### src/rtl/core/ffca_ram.sv
module ffca_ram #(
  parameter int WIDTH = 8,
  parameter int DEPTH = 16,
  localparam int AW = (DEPTH > 1) ? $clog2(DEPTH) : 1
) (
  input  logic             clk,
  input  logic             we,
  input  logic [AW-1:0]    waddr,
  input  logic [WIDTH-1:0] wdata,
  input  logic [AW-1:0]    raddr,
  output logic [WIDTH-1:0] rdata
);

  logic [WIDTH-1:0] mem [DEPTH];
  logic [WIDTH-1:0] rdata_r;

  // One write port and one registered read port.
  always_ff @(posedge clk) begin
    if (we) begin
      mem[waddr] <= wdata;
    end
    rdata_r <= mem[raddr];
  end

  assign rdata = rdata_r;

endmodule

### config.mk
export PLATFORM = sky130hd
export DESIGN_NAME = ffca_ram
export DESIGN_NICKNAME = d
export VERILOG_FILES = /design/src/rtl/core/ffca_ram.sv
export SDC_FILE = /design/constraint.sdc
export NUM_CORES = 1
export LEC_CHECK = 0
export ABC_AREA = 1
export BUFFER_PORTS_ARGS = -buffer_cell sky130_fd_sc_hd__buf_4
export CAP_MARGIN = 20
export CORE_UTILIZATION = 60
export CTS_CLUSTER_DIAMETER = 40
export DETAILED_ROUTE_END_ITERATION = 8
export PLACE_DENSITY = 0.88
export SLEW_MARGIN = 20
export SYNTH_ARGS = -nofsm -noshare
export SYNTH_HDL_FRONTEND = slang
export SYNTH_SLANG_ARGS = --single-unit
### constraint.sdc
create_clock -name clk -period 2.9 [get_ports clk]
set_clock_uncertainty 0.1 [all_clocks]
set_input_delay 0 -clock clk [delete_from_list [all_inputs] [get_ports clk]]
set_output_delay 0 -clock clk [all_outputs]
set_load 0.005 [all_outputs]
Word level (Yosys, flattened, before mapping)
Memory sizes are Yosys's and may differ from the RTL's. A register that Yosys moved wholly into a read port is not among the register bits. Index checks and enable logic that the tools add are counted.

Memories kept: 1. Output and inout port bits: 8. RAM bits: 128. Register bits after elaboration: 0.

Memory list: mem (depth 16, bits a word 8, read ports 1, clocked after memory_dff 1, wr ports 1, line 14) `logic [WIDTH-1:0] mem [DEPTH];`.

Multiplexer cells: 2.

Operators with widths (number): $mux W1 (2).

Longest topological paths before layout
Gate-level depths: netlist of the first run.

Depth after elaboration: 2. Mapped depth: 8. Gate-level depth less buffers: 7.

Least setup slack after synthesis of the first run
OpenSTA, ideal clock, no wires.

Kind: input to register. Start: in waddr[2]. End: mem mem[10][0] (enable). Arrival: 581 ps. Setup slack: 1849 ps. Required time: 2430 ps. Stages: 2. Buffers on the path: 0. Library setup time: 370 ps. Cells stage by stage: nand3b_1 -> nor2_1.

RTL lines: from (decl) (line 8) `input logic [AW-1:0] waddr,`; to (decl) (line 14).

No word-level cell before the write port.

==> results, run 1 <==
- The flow ran to the end, and the final reports show no timing, DRC or antenna violations.
- For the finished layout, the period the worst path requires is 2.678 ns.
- Registers are responsible for 47.2% of the overall power.
- For this run the aggregate overflow at the end of global routing stands at 0.
- The area growth from synthesis to layout is 15.97%.
- The starting density of the core is 62.12%.
- The iteration-0 DRC count of the detailed router is 531.
- Global routing used 29.57% of the available tracks.
- The worst ir drop on vdd is 0.0004746 V.
- The analysis attributes to net switching a power of 1007 µW.
- Leaving out fill and tap cells, the most frequent cells in the layout are sky130_fd_sc_hd__nand2_1 (173), sky130_fd_sc_hd__edfxtp_1 (128), sky130_fd_sc_hd__inv_1 (100), sky130_fd_sc_hd__nand3_1 (97), sky130_fd_sc_hd__buf_4 (25).
- The power density normalized to cell area is 701.6 nW/µm².
- The number of ports placed on the die boundary is 26.
- The endpoint identified for the worst register-to-register timing path is rdata[7].
- The net count of the finished layout is 603.
- The maximum operating frequency is 373.4 MHz.
- Setup repair after global routing left no endpoint under its margin.
- The type of the most critical hold path is in -> reg.
- The worst setup path is captured at a register.
- The fraction of synthesized area in multiplexers is 0%.
- From left edge to right edge, the die measures 100.0 µm.
- Max-cap violations in this run came to 0.
- The fraction of synthesized cell area in xor and xnor cells is 0%.
- The weighted congestion at the end of routability-driven global placement is 0.7991.
- The length of the first detailed-routing pass in iterations is 6.
- Counting cells, the worst reg-to-reg path comes to 8.
- The count of warnings emitted by yosys is 0.
- The ratio of cells with drive above 1 in the final layout is 9.380%.
- The start of the worst register-to-register path is mem[12][7].
- The number of antenna violations at the first check in global routing was 0.
- Across all register-to-register paths, the minimum setup slack is 0.64 ns.
- In this run, distinct cell masters in the synthesized netlist total 12.
- The via count of the first global-routing pass is 4,047.
- The most frequent standard cell in the layout excluding fill and tap cells is sky130_fd_sc_hd__nand2_1.
- The cell count after synthesis came out at 551.
- The number of antenna diodes in the final layout is 0.
- At the worst endpoint, the arrival time is 2.98 ns.
- The pin count of the biggest net entering global routing is 66.
- The floorplan step defined a die boundary enclosing 10,010 µm².
- Of all nets on the critical path, the largest fanout is 33.
- The placed wire-length estimate is 7.323 mm.
- The CTS sink count is 136.
- The CTS tree is done.
- The CTS H-tree depth is 4.
- The post-cts repair resize count is 0.
- After floorplanning, the core was divided into 35 placement rows.
- Once detail routing completed, the nets flagged for antenna violations numbered 0.
- The number of vias per cell after detailed routing is 5.736.
- The first global-routing pass estimated 21.21 mm of wire.
- Dividing the detail-routed wire length by the instance count gives 19.20 µm.
- After clock tree synthesis, the clock-pin slew on the worst setup and hold paths is 0.06 ns.
- The clock tree buffer depth is 2.
- The number of setup violations in the final report is 0.
- The main combinational cell family by area after synthesis is simple AND/OR/NAND/NOR gates.
- The clock root buffer is sky130_fd_sc_hd__clkbuf_8.
- The average instance in the mapped netlist occupies 10.47 µm².
- The region available for standard cell placement spans 9284 µm².
- In the final timing run, aggregate negative setup slack is 0 ns.
- The class of the most critical setup path is in -> reg.
- The critical path capture point is rdata[7].
- Synthesis produced a netlist with a net count of 569.
- The number of buffers added on ports is 25.
- For this run, design rule violations remaining after detail routing come to 0.
- Net switching is 21.47% of the power.
- After synthesis, flip-flops and latches occupy 69.43% of the total area.
- The routed layout has 4,164 vias.
- The share of synthesized cell area in and, or, nand and nor gates is 21.05%.
- The max-slew violation count was 0.
- The latest clock arrival within the worst-skew pair is 0.52 ns.
- STA classifies the critical path startpoint as an input port.
- The die extent in y is 100.0 µm.
- The internal power of the cells totals 3685 µW.
- The number of buffers added by the clock tree synthesis step is 17.
- The synthesized design contains 136 register bits.
- The compound-cell area share of the yosys netlist is 0%.
- The final cycle utilization of the critical path is 92.35%.
- The critical path launch point is raddr[1].
- The transition time at the pin with the least slew margin is 1.056 ns.
- The number of hold buffers added after cts is 14.
- The cell area that synthesis handed to floorplanning was 5767 µm².
- The number of hold violations in the final report was 0.
- The synthesized netlist devotes 0% of its cell area to adder and majority cells.
- Measured against its own limit, the worst slew margin works out to 29.53%.
- The power share of the combinational group is 6.1%.
- The final wirelength is 13.94 mm.
- The share of power burned in the clock network is 46.7%.
- The worst path required time is 3.21 ns.
- The number of setup buffers added after CTS is 0.
- In this run the static leakage power is 0.002880 µW.
- The tightest hold path in the finished design has a slack of 0.04495 ns.
## cell families after synthesis
| group | after synthesis |
|---|---|
| and+or+nand+nor | 289 |
| DFF | 136 |
| buffers and inverters | 126 |
## layout make-up
cell class | count | area, µm²
sequential | 136 | 4004
fill | 593 | 2596
multi-input combinational | 289 | 1214
clock buffer | 19 | 421.7
inverter | 102 | 382.9
timing repair buffer | 39 | 327.8
clock inverter | 12 | 176.4
tap | 129 | 161.4
## through the flow
stage / total power, µW / util [%] / worst slack, ns / cell area (µm²) / std cells
floorplan: 2405 / - / 1.849 / 5767 / 551
global placement: 2492 / 64.08 / 0.9855 / 5949 / 681
detailed placement: 2506 / 64.08 / 0.9099 / 5949 / 681
CTS: 4674 / 72.04 / 0.4335 / 6688 / 726
global route: 4787 / 72.04 / 0.1992 / 6688 / 726
finish: 4692 / 72.04 / 0.2217 / 6688 / 726
## layer usage
layer	GRT usage, %	up-vias	share of wire [%]
met5	0	-	0
met4	17.39	0	5.0
met3	6.825	69	10
met2	47.96	316	49
met1	36.74	1942	36
li1	-	1837	-
## synth_stat cells, drive strengths merged
master  count  area share, %
nand2     173             11
edfxtp    128             67
inv       102            6.6
nand3      97            8.4
buf        24            2.9
nor2       17            1.1
dfxtp       8            2.8
nand3b      2           0.26
## registers in the layout, summed over array words and instances, names as in the netlist
register and cells:
mem 128, rdata 8
## power groups by stage
stage | combinational [µW] | sequential (µW) | clock [µW]
5_1_grt | 309 | 2220 | 2260
3_5_place_dp | 253 | 2250 | 0
4_1_cts | 278 | 2210 | 2180
6_report | 288 | 2210 | 2190
3_3_place_gp | 241 | 2250 | 0
2_1_floorplan | 155 | 2250 | 0
## critical path, cell delays in order
cell,delay (ns)
sky130_fd_sc_hd__dlygate4sd3_1,0.53
sky130_fd_sc_hd__buf_4,0.39
sky130_fd_sc_hd__inv_2,0.40
sky130_fd_sc_hd__nand3_1,0.19
sky130_fd_sc_hd__nand3_1,0.12
sky130_fd_sc_hd__nand3_1,0.13
sky130_fd_sc_hd__dlygate4sd3_1,0.60
sky130_fd_sc_hd__nand2_1,0.07
sky130_fd_sc_hd__dlygate4sd3_1,0.55
## how the worst min path moves through the flow
| stage | startpoint | depth (start not counted) | slack [ns] | endpoint |
|---|---|---|---|---|
| after floorplan | wdata[0] | 0 | -0.001 | mem[0][0] |
| after global placement | wdata[5] | 1 | 0.21 | mem[7][5] |
| after detailed placement | wdata[3] | 1 | 0.21 | mem[5][3] |
| after CTS | waddr[3] | 4 | 0.02 | mem[0][5] |
| after global routing | we | 3 | 0.06 | mem[0][5] |
| final | waddr[3] | 4 | 0.04 | mem[0][5] |
(Power assumes the default switching activity.)
==> run 2: changes to the inputs <==
CORE_UTILIZATION = 35   (was 60)
CTS_CLUSTER_SIZE = 16   (was default)
PLACE_DENSITY = 0.6   (was 0.88)
==> run 2 against run 1 <==
Against the previous run: critical path depth decreased by 2; worst setup slack improved by 0.75 ns; final area hardly changed; register-to-register slack improved by 0.66 ns; combinational power decreased by 4%; wire length decreased by 8.3%; core utilization decreased by 30 points; sequential cell count unchanged; sequential power barely moved; non-clock buffer count fell by 1; clock power shrank 15%; hold slack improved by 0.042 ns.
==> results, run 2 (synthesis gave the netlist of run 1 again) <==
- The CTS H-tree depth was 4 (unchanged).
- The number of fillers in the final layout is 1,586 (+170%).
- The pin count of the biggest net entering global routing came to 65 (-1.5%).
- The worst setup path is launched from an input port.
- The flow ran to the end, and the final reports show no timing, DRC or antenna violations.
- The data arrival time of the worst path is 2.13 ns (-0.85 ns).
- The worst path required time is 3.10 ns (-0.11 ns).
- The clock tree buffer depth was 2 (unchanged).
- The transition time at the pin with the least slew margin is 0.8890 ns (-0.1665 ns).
- The via count of the first global-routing pass is 3,771 (-6.8%).
- The number of buffers added on ports is 25 (unchanged).
- The worst ir drop on vdd was 0.0004445 V (-6.3%).
- The type of the most critical hold path is in -> reg.
- The maximum operating frequency is 518.1 MHz (+39%).
- The number of antenna-violating nets in the routed design came to 0 (unchanged).
- The reported leakage power was 0.002835 µW (-1.6%).
- The ratio of cells with drive above 1 in the final layout was 8.235% (-1.1 points).
- The row count is 46 (+31%).
- Ranked by flip-flop count, first place goes to mem.
- The count of max-cap constraint violations is 0 (unchanged).
- The time the final worst path needs with I/O delays and setup is 1.930 ns (-0.7480 ns).
- The post-cts repair resize count is 0 (unchanged).
- The worst hold path startpoint is raddr[1].
- The worst reg-to-reg path cell count is 7 (-1).
- The CTS sink count is 136 (unchanged).
- The flop-to-flop setup slack was 1.30 ns (+0.66 ns).
- The layout overhead on the synthesized area came to 15.95% (about the same).
- The latest clock arrival within the worst-skew pair came to 0.42 ns (-0.10 ns).
- The headroom to the max-slew limit is 40.51% (+11 points).
- The power density normalized to cell area is 651.6 nW/µm² (-7.1%).
- The final setup TNS is 0 ns (unchanged).
- The number of antenna violations at the first check in global routing is 0 (unchanged).
- The die extent in y is 130.4 µm (+30%).
- The routed wire length per instance is 15.77 µm (-18%).
- The capture instance of the worst register-to-register path is rdata[7].
- The total number of nets in the final design was 602 (-0.17%).
- The library cells used most frequently in the layout, excluding fill and tap cells, are sky130_fd_sc_hd__nand2_1 (173), sky130_fd_sc_hd__edfxtp_1 (128), sky130_fd_sc_hd__inv_1 (100), sky130_fd_sc_hd__nand3_1 (97), sky130_fd_sc_hd__buf_4 (27).
- The most frequent standard cell in the layout excluding fill and tap cells is sky130_fd_sc_hd__nand2_1.
- The flip-flop count of the largest register, all copies and words added is 128 (unchanged).
- The class of the most critical setup path is in -> reg.
- The maximum fanout count along the critical path is 17 (-48%).
- The die area is 16,990 µm² (+70%).
- The sort of element at the end of the critical path is a register.
- The max-slew violation count was 0 (unchanged).
- The total number of vias is 3,671 (-12%).
- The weighted congestion at the end of routability-driven global placement is 0.7983 (-0.10%).
- Setup repair after global routing left no endpoint under its margin.
- The area inside the core boundary is 16,000 µm² (+72%).
- The final cycle utilization of the critical path came to 66.56% (-26 points).
- The starting density of the core came to 36.04% (-26 points).
- The number of setup violations in the final report is 0 (unchanged).
- The worst hold path endpoint is rdata[4].
- The number of hold violations in the final report came to 0 (unchanged).
- The clock root buffer is sky130_fd_sc_hd__clkbuf_16.
- The diode insertion count for antenna repair came to 0 (unchanged).
- The start of the worst register-to-register path is mem[9][7].
- The length of the first detailed-routing pass in iterations is 5 (-1).
- The final routed DRC violation total was 0 (unchanged).
- The die boundary width is 130.4 µm (+30%).
- The worst hold path cell count is 5 (+1).
- The number of ports placed on the die boundary is 26 (unchanged).
- The aggregate global-route resource usage is 16.74% (-13 points).
- The wire length of the first global-routing pass is 20.14 mm (-5.0%).
- The number of vias per cell after detailed routing came to 4.527 (-21%).
- The number of buffers added by the clock tree synthesis step came to 17 (unchanged).
- The total grt overflow was 0 (unchanged).
- The clock input transition at the sequential cells of the worst setup and hold paths came to 0.05 ns (about the same).
- The placed wire-length estimate was 7.754 mm (+5.9%).
- The iteration-0 DRC count of the detailed router is 348 (-34%).
- The final wirelength came to 12.79 mm (-8.3%).
- TritonCTS built the clock tree.
- The tightest hold margin was 0.08666 ns (+0.04171 ns).
-- run 2: cell types whose count changed in the layout (fill, tap and decap cells not counted), moves of 2 or more --
cell / previous run / this run
sky130_fd_sc_hd__clkbuf_1: 2 / 6
sky130_fd_sc_hd__clkinvlp_4: 2 / 0
sky130_fd_sc_hd__dlygate4sd3_1: 14 / 11
sky130_fd_sc_hd__buf_4: 25 / 27
sky130_fd_sc_hd__bufinv_16: 4 / 1
sky130_fd_sc_hd__clkinv_1: 0 / 4
sky130_fd_sc_hd__clkinv_4: 2 / 0
-- run 2: worst max path at each step --
stage	startpoint	endpoint	slack (ns)	depth (start not counted)
2_1_floorplan	waddr[2]	mem[10][0]	1.85	2
3_3_place_gp	raddr[0]	rdata[5]	1.26	8
3_5_place_dp	raddr[0]	rdata[5]	1.22	8
4_1_cts	raddr[2]	rdata[7]	1.03	7
5_1_grt	raddr[2]	rdata[7]	0.92	7
6_report	raddr[2]	rdata[7]	0.97	7
-- run 2: stage by stage --
step	worst slack [ns]	utilization (%)	std cells	total power [µW]	area [µm²]
6_report	0.9697	41.79	811	4357	6686
5_1_grt	0.9167	41.79	811	4502	6686
4_1_cts	1.030	41.79	811	4390	6686
3_5_place_dp	1.216	37.96	770	2520	6073
3_3_place_gp	1.255	37.96	770	2513	6073
2_1_floorplan	1.849	-	551	2405	5767
-- run 2: cell type report --
| class | instances | area (µm²) | share of cell area (%) |
|---|---|---|---|
| sequential | 136 | 4004 | 59.88 |
| multi-input combinational | 289 | 1214 | 18.15 |
| clock buffer | 23 | 447.9 | 6.699 |
| inverter | 102 | 382.9 | 5.726 |
| timing repair buffer | 38 | 312.8 | 4.678 |
| tap | 216 | 270.3 | 4.042 |
| clock inverter | 7 | 55.05 | 0.8234 |
-- run 2: power breakdown --
part           internal [µW]  switching (µW)  total, µW
registers               2200            14.1       2210
logic                   92.4             184        277
clock network           1150             716       1870
total                   3440             915       4360
-- run 2: timing repair --
action | CTS | global route
hold endpoints to repair | 136 | 0
hold buffers | 11 | 0
setup buffers | 0 | 0
-- run 2: layer usage --
layer	routed length, µm	GRT usage [%]	vias up
li1	-	-	1841
met1	5456	20.53	1729
met2	6570	28.22	89
met3	568	3.608	12
met4	191	7.776	0
met5	0	0	-
-- run 2: critical path, cell delays in order --
cell                            delay, ns
sky130_fd_sc_hd__dlygate4sd3_1       0.53
sky130_fd_sc_hd__buf_4               0.21
sky130_fd_sc_hd__inv_1               0.48
sky130_fd_sc_hd__nand3_1             0.20
sky130_fd_sc_hd__nand3_1             0.10
sky130_fd_sc_hd__dlygate4sd3_1       0.55
sky130_fd_sc_hd__nand2_1             0.06
==> run 3: changes to the inputs <==
clock period = 2 ns   (was 2.9 ns; I/O delays follow)
==> run 3 against run 2 <==
Against the previous run: total power rose by 57%; via count up 4.9%; count of clock-buffer cells in the layout fell by 6; first-iteration DRC count increased by 10%; global-route usage is 0.22 points higher; core utilization increased by 1.4 points; combinational power increased by 51%; sequential cell count stayed put; critical endpoint is now rdata[3]; largest cell class unchanged.
==> results, run 3 (synthesis gave the netlist of run 1 again) <==
- The flow ran to the end, and the final reports show no timing, DRC or antenna violations.
- The transition time at the pin with the least slew margin was 0.7413 ns (-0.1477 ns).
- The critical path starts at raddr[2].
- The total number of nets in the final design was 615 (+2.2%).
- The total grt overflow is 0 (unchanged).
- The final cycle utilization of the critical path is 94.14%.
- The count of max-cap constraint violations is 0 (unchanged).
- The startpoint identified for the worst register-to-register timing path is mem[15][3].
- The area inside the core boundary came to 16,000 µm² (unchanged).
- The type of the most critical hold path is in -> reg.
- The clock tree buffer depth is 2 (unchanged).
- The total power is 6830 µW (+57%).
- The number of vias per cell after detailed routing came to 4.662 (+3.0%).
- The placed wire-length estimate was 8.278 mm (+6.8%).
- The die boundary width is 130.4 µm (unchanged).
- The routed wire length per instance is 15.73 µm (-0.23%).
- The worst ir drop on vdd is 0.0006501 V (+46%).
- The final setup TNS is 0 ns (unchanged).
- The wire length of the first global-routing pass was 20.66 mm (+2.6%).
- The latest clock arrival within the worst-skew pair was 0.43 ns (about the same).
- The length of the first detailed-routing pass in iterations is 6 (+1).
- The gate family responsible for the most delay along the worst path is buffers and inverters.
- Traced cell by cell, the critical path runs through dlygate4sd3_1 > buf_4 > inv_1 > nand3_1 > nand3_1 > dlygate4sd3_1 > nand2_1.
- The final wirelength is 12.99 mm (+1.6%).
- The number of antenna violations at the first check in global routing is 0 (unchanged).
- The number of setup violations in the final report was 0 (unchanged).
- More flip-flops sit in one register than any other, and that register is mem.
- The row count is 46 (unchanged).
- The max-slew violation count is 0 (unchanged).
- The power density normalized to cell area came to 989.5 nW/µm² (+52%).
- The pin count of the biggest net entering global routing came to 39 (-40%).
- The ratio of cells with drive above 1 in the final layout is 11.80% (+3.6 points).
- The reported leakage power is 0.002956 µW (+4.3%).
- The iteration-0 DRC count of the detailed router is 383 (+10%).
- For the finished layout, the period the worst path requires is 1.883 ns.
- The maximum operating frequency is 531.1 MHz.
- The number of ports placed on the die boundary is 26 (unchanged).
- Setup repair after global routing left no endpoint under its margin.
- The number of antenna-violating nets in the routed design is 0 (unchanged).
- In this run the most critical hold path is launched from waddr[3].
- The aggregate global-route resource usage is 16.96% (+0.22 points).
- The starting density of the core was 36.04% (unchanged).
- The die area was 16,990 µm² (unchanged).
- The flip-flop count of the largest register, all copies and words added is 128 (unchanged).
- The number of buffers added on ports is 25 (unchanged).
- The number of buffers added by the clock tree synthesis step is 17 (unchanged).
- The CTS sink count is 136 (unchanged).
- The number of hold violations in the final report is 0 (unchanged).
- The clock input transition at the sequential cells of the worst setup and hold paths is 0.06 ns (about the same).
- The weighted congestion at the end of routability-driven global placement is 0.8705 (+9.0%).
- The buffers plus inverters on the worst setup path is 4 (unchanged).
- TritonCTS built the clock tree.
- Relative to the synthesized area, the layout overhead comes to 19.70%.
- The worst path required time is 2.21 ns (-0.89 ns).
- The maximum fanout count along the critical path was 17 (unchanged).
- The final routed DRC violation total is 0 (unchanged).
- The delay contributed by the slowest stage of the critical path is 0.55 ns (about the same).
- The data arrival time of the worst path is 2.09 ns (-0.04 ns).
- The sort of element at the end of the critical path is a register.
- The library cell used most frequently in the layout, excluding fill and tap cells, is sky130_fd_sc_hd__nand2_1.
- The slowest stage of the critical path is the sky130_fd_sc_hd__dlygate4sd3_1 cell.
- The critical path is of the in -> reg type.
- In the layout the commonest cells are sky130_fd_sc_hd__nand2_1 (173), sky130_fd_sc_hd__edfxtp_1 (128), sky130_fd_sc_hd__inv_1 (100), sky130_fd_sc_hd__nand3_1 (97), sky130_fd_sc_hd__buf_4 (39).
- The total number of vias is 3,851 (+4.9%).
- The tree is rooted in a sky130_fd_sc_hd__clkbuf_16.
- The via count of the first global-routing pass was 3,787 (+0.42%).
- The diode insertion count for antenna repair is 0 (unchanged).
- The post-cts repair resize count is 0 (unchanged).
- The worst setup path is launched from an input port.
- The headroom to the max-slew limit is 50.39% (+9.9 points).
- The die extent in y is 130.4 µm (unchanged).
- The CTS H-tree depth is 4 (unchanged).
## run 3: changes by cell type in the layout (fill, tap and decap cells not counted), sizes merged
cell / previous run / this run
bufinv: 1 / 4
clkbuf: 23 / 17
clkinv: 6 / 8
clkinvlp: 0 / 3
buf: 27 / 40
## run 3: path summary, 6_finish.rpt
| check | slack, ns | cells past startpoint | endpoint |
|---|---|---|---|
| max reg2reg | 0.43 | 7 | rdata[3] |
| max | 0.12 | 7 | rdata[3] |
| min | 0.09 | 4 | mem[1][1] |
| min reg2reg | 0.59 | 6 | rdata[5] |
## run 3: worst register-to-register path, cell delays in order, from the launching register on
cell and delay [ns]:
sky130_fd_sc_hd__edfxtp_1 0.37, sky130_fd_sc_hd__inv_1 0.06, sky130_fd_sc_hd__nand2_1 0.05, sky130_fd_sc_hd__nand3_1 0.12, sky130_fd_sc_hd__nand3_1 0.09, sky130_fd_sc_hd__nand3_1 0.09
sky130_fd_sc_hd__dlygate4sd3_1 0.55, sky130_fd_sc_hd__nand2_1 0.05
## run 3: timing repair
action,in CTS,in global routing
endpoints found under the setup margin,0,0
hold endpoints to repair,136,0
setup buffers,0,0
hold buffers,11,0
## run 3: layout make-up
cell class                 count  area (µm²)
clock inverter                15       183.9
clock buffer                  17       425.4
sequential                   136        4004
multi-input combinational    289        1214
fill                        1542        9097
tap                          216       270.3
inverter                     102       382.9
timing repair buffer          51       422.9
## run 3: routing by layer
metal | share of wire (%) | wire (µm) | global-route usage (%)
met2 | 50 | 6469 | 28.50
met5 | 0 | 0 | 0
met3 | 5.6 | 726 | 3.485
met1 | 43 | 5565 | 21.01
met4 | 1.8 | 231 | 7.843
## run 3: through the flow
stage	setup slack, ns	hold WS [ns]	std cells	utilization [%]	area [µm²]
6_report	0.1172	0.09006	826	43.14	6903
5_1_grt	0.04135	0.1511	826	43.14	6903
4_1_cts	0.1537	0.07851	826	43.14	6903
3_5_place_dp	0.5649	0.2277	783	38.65	6183
3_3_place_gp	0.6398	0.2280	783	38.65	6183
2_1_floorplan	0.9492	-0.001131	551	-	5767
## run 3: report_power, final
group          switching, µW  leakage, µW  internal (µW)
registers               19.7      0.00122           3190
logic                    273      0.00144            145
clock network           1140     0.000293           2060
total                   1440      0.00296           5390
